**config.mk**
```make
export PLATFORM = sky130hd
export DESIGN_NAME = lcm_mul
export DESIGN_NICKNAME = d
export VERILOG_FILES = /design/src/hw/rtl/lcm_mul.sv
export SDC_FILE = /design/constraint.sdc
export NUM_CORES = 2
export LEC_CHECK = 0
export ABC_AREA = 1
export BUFFER_PORTS_ARGS = -buffer_cell sky130_fd_sc_hd__buf_2
export CORE_MARGIN = 2
export CORE_UTILIZATION = 29
export CTS_BUF_LIST = sky130_fd_sc_hd__clkbuf_16
export DETAILED_ROUTE_END_ITERATION = 8
export PLACE_DENSITY_LB_ADDON = 0.12
export SETUP_SLACK_MARGIN = 0.15
export SYNTH_ARGS = -nofsm -noshare
export SYNTH_HDL_FRONTEND = slang
export SYNTH_SLANG_ARGS = --single-unit
```
**constraint.sdc**
```tcl
create_clock -name clk -period 17.8 [get_ports clk]
set_input_delay 2.67 -clock clk [delete_from_list [all_inputs] [get_ports clk]]
set_output_delay 2.67 -clock clk [all_outputs]
set_load 0.02 [all_outputs]
```
**src/hw/rtl/lcm_mul.sv**
```systemverilog
`timescale 1ns / 1ps
module lcm_mul (
  input  logic               clk,
  input  logic               en,
  input  logic signed [33:0] opa,
  input  logic signed [33:0] opb,
  output logic signed [67:0] prod_r
);

  // shared signed multiplier, product registered
  always_ff @(posedge clk) begin
    if (en) begin
      prod_r <= opa * opb;
    end
  end

endmodule

```
==> out/metrics.yaml <==
outcome:
  status: "complete, no violations"
synthesis:
  yosysUniqueCellTypes: 32
  async_flop_share_pct: 0
  yosys_warnings: 0
  seq_area_frac_synth_pct: 4.35
  synth_nets: 7487
  syn_area_um2: 46900
  synth-main-ff-cell: "edfxtp_1"
  synth_edf_count: 68
  ys_ff_latch: 68
  avgSynthCellArea_um2: 7.85
  synthCells: 5972
detailed_routing:
  vias: 34500
  drc_errors: 0
  drtAntennaViolNets: 0
  drt-initial-drc-count: 1625
  avgRoutedWirePerCell_um: 18.6
  dr.pass1.iters: 7
  vias_per_cell: 4.28
  drt_wl_total_um: 150000
placement:
  place_inst: 8039
  pre_cts_ws_ns: 6.88
  finalWeightedCongestion: 0.884
  hpwl_um: 126000
  numPortBuffers: 137
clocking:
  clockRootBuffer: "clkbuf_16"
  tritoncts: "done"
  numCtsBuffers: 9
  cts_num_sinks: 68
  clockBufferDepth: 2
  ctsResizeCount: 0
  cts.reportedPaths.clkPinSlew_ns: 0.06
  holdBufCountCts: 0
  h-tree-depth: 3
  post_cts.repair.setup_buffers: 0
global_route:
  grt_pass1_vias: 39800
  gr-usage-all-layers_pct: 19.2
  antenna_found_initial: 8
  grt_pass1_wl_um: 239000
  overflow: 0
  grt_max_degree: 69
timing:
  hold_viol: 0
  rsz0062_at_grt: "false"
  tightest_slew_ns: 1.14
  relSlewSlack_pct: 24.0
  fmaxAchievable_ghz: 0.0948
  period_minus_slack_ns: 10.55
  drv_slew: 0
  period_share_pct: 59.3
  setup_violations: 0
  tns_ns: 0
  fin_ws_ns: 7.25
setup_path:
  crit_path_start: "opb[7]"
  timing.critical_path.buf_inv: 7
  crit_type: "input pin to flop"
  cp_common_cell: "fa_1"
  slowest_stage: "fa_1"
  cp_max_fo: 34
  start_kind: "input pin"
  crit_path_max_incr_delay_ns: 1.25
  worstSetupEndpointType: "flop"
  crit_family: "adder cells"
  cp.required_ns: 17.92
  worstPathArrival_ns: 10.67
floorplanning:
  io_pins: 138
  fp.dieW_um: 406
  die-area_um2: 165000
  placementRows: 147
  fp.dieH_um: 406
  core_area_um2: 161000
  start_util_pct: 29.2
cells_and_area:
  fin_nets: 7405
  instances_no_fill: 8058
  multi_input_area_um2: 35900
  top_register: "prod_r"
  regArea_um2: 2040
  drive_gt1_share_pct: 4.33
  n_fill_cell: 17500
  largest_reg_flops: 68
  synthToLayoutAreaGrowth_pct: 6.42
  final_util_pct: 31.1
  top_regs: "prod_r: 68 flops"
min_path:
  hold_path_startpoint: "opb[0]"
  min_path_type: "input pin to flop"
  min_path_cells: 4
  min_to: "prod_r[0]$_DFFE_PP_"
run:
  drv_cap: 0
-- final cells by class --
class | instances | share of cell area [%]
Multi-Input combinational cell | 3514 | 71.9
Inverter | 2119 | 15.9
Timing Repair Buffer | 178 | 1.99
Clock inverter | 7 | 0.201
Tap cell | 2160 | 5.41
Sequential cell | 68 | 4.09
Antenna cell | 3 | 0.0150
Clock buffer | 9 | 0.451
-- cells in the mapped netlist (2+ instances only) --
cell type | count | share of area (%)
nor3_4 | 2 | 0.069
nor2_2 | 9 | 0.12
fa_1 | 1241 | 53
nand2_1 | 1661 | 13
buf_1 | 2 | 0.016
xor2_1 | 33 | 0.62
a21oi_1 | 59 | 0.63
nor2_1 | 115 | 0.92
nor3_1 | 15 | 0.16
nand4_1 | 19 | 0.25
nand2_2 | 20 | 0.27
inv_1 | 2116 | 17
clkbuf_1 | 269 | 2.2
o21ai_0 | 18 | 0.19
inv_2 | 3 | 0.024
ha_1 | 204 | 5.4
nand3_1 | 70 | 0.75
nand3_2 | 7 | 0.15
o21bai_1 | 11 | 0.18
xnor2_1 | 2 | 0.037
nand3b_1 | 3 | 0.048
edfxtp_1 | 68 | 4.4
nand2_4 | 2 | 0.048
or2_2 | 8 | 0.11
a21oi_2 | 4 | 0.075
nor3_2 | 5 | 0.11
-- routing by layer --
layer	vias to the layer above	share of wire [%]	track usage, %
li1	15900	-	-
met1	17800	43	24.3
met2	562	52	35.8
met3	151	2.7	1.34
met4	4	2.3	4.09
met5	-	0.021	0
-- cells by family after synthesis --
| kind of cell | after synthesis | synth area share (%) |
|---|---|---|
| AO/OA/AOI/OAI | 95 | 1.12 |
| XOR/XNOR | 35 | 0.654 |
| adder cells (fa/ha/maj) | 1445 | 58.4 |
| buffers and inverters | 2390 | 19.1 |
| flip-flops | 68 | 4.35 |
| AND/OR/NAND/NOR | 1939 | 16.3 |
-- cell usage in the layout, fill, tap and decap left out, types with 18 or more instances in the layout --
cell      count
a21oi_1      59
buf_2       137
buf_4        41
edfxtp_1     68
fa_1       1241
ha_1        204
inv_1      2116
nand2_1    1661
nand2_2      20
nand3_1      70
nand4_1      19
nor2_1      115
o21ai_0      18
xor2_1       33
-- how the worst max path moves through the flow --
stage               slack (ns)                   end  depth (start not counted)
CTS                       7.24  prod_r[59]$_DFFE_PP_                         25
detailed placement        6.88  prod_r[59]$_DFFE_PP_                         25
global placement          6.93  prod_r[64]$_DFFE_PP_                         25
floorplan                 8.17  prod_r[66]$_DFFE_PP_                         24
finish                    7.25  prod_r[59]$_DFFE_PP_                         25
global route              6.61  prod_r[60]$_DFFE_PP_                         25
-- per-stage QoR --
| step | instance area, um^2 | hold slack, ns |
|---|---|---|
| CTS | 49900 | 3.03 |
| floorplan | 46900 | 2.78 |
| global placement | 49600 | 3.12 |
| detailed placement | 49600 | 3.12 |
| finish | 49900 | 3.03 |
| global route | 49900 | 3.08 |
-- tightest hold or removal path: stages --
cell,delay [ns]
buf_2,0.10
buf_4,0.27
nand2_1,0.12
inv_1,0.04
Power is not shown: default switching activity piles up to over one toggle a cycle in this logic, so the estimate is an artifact.
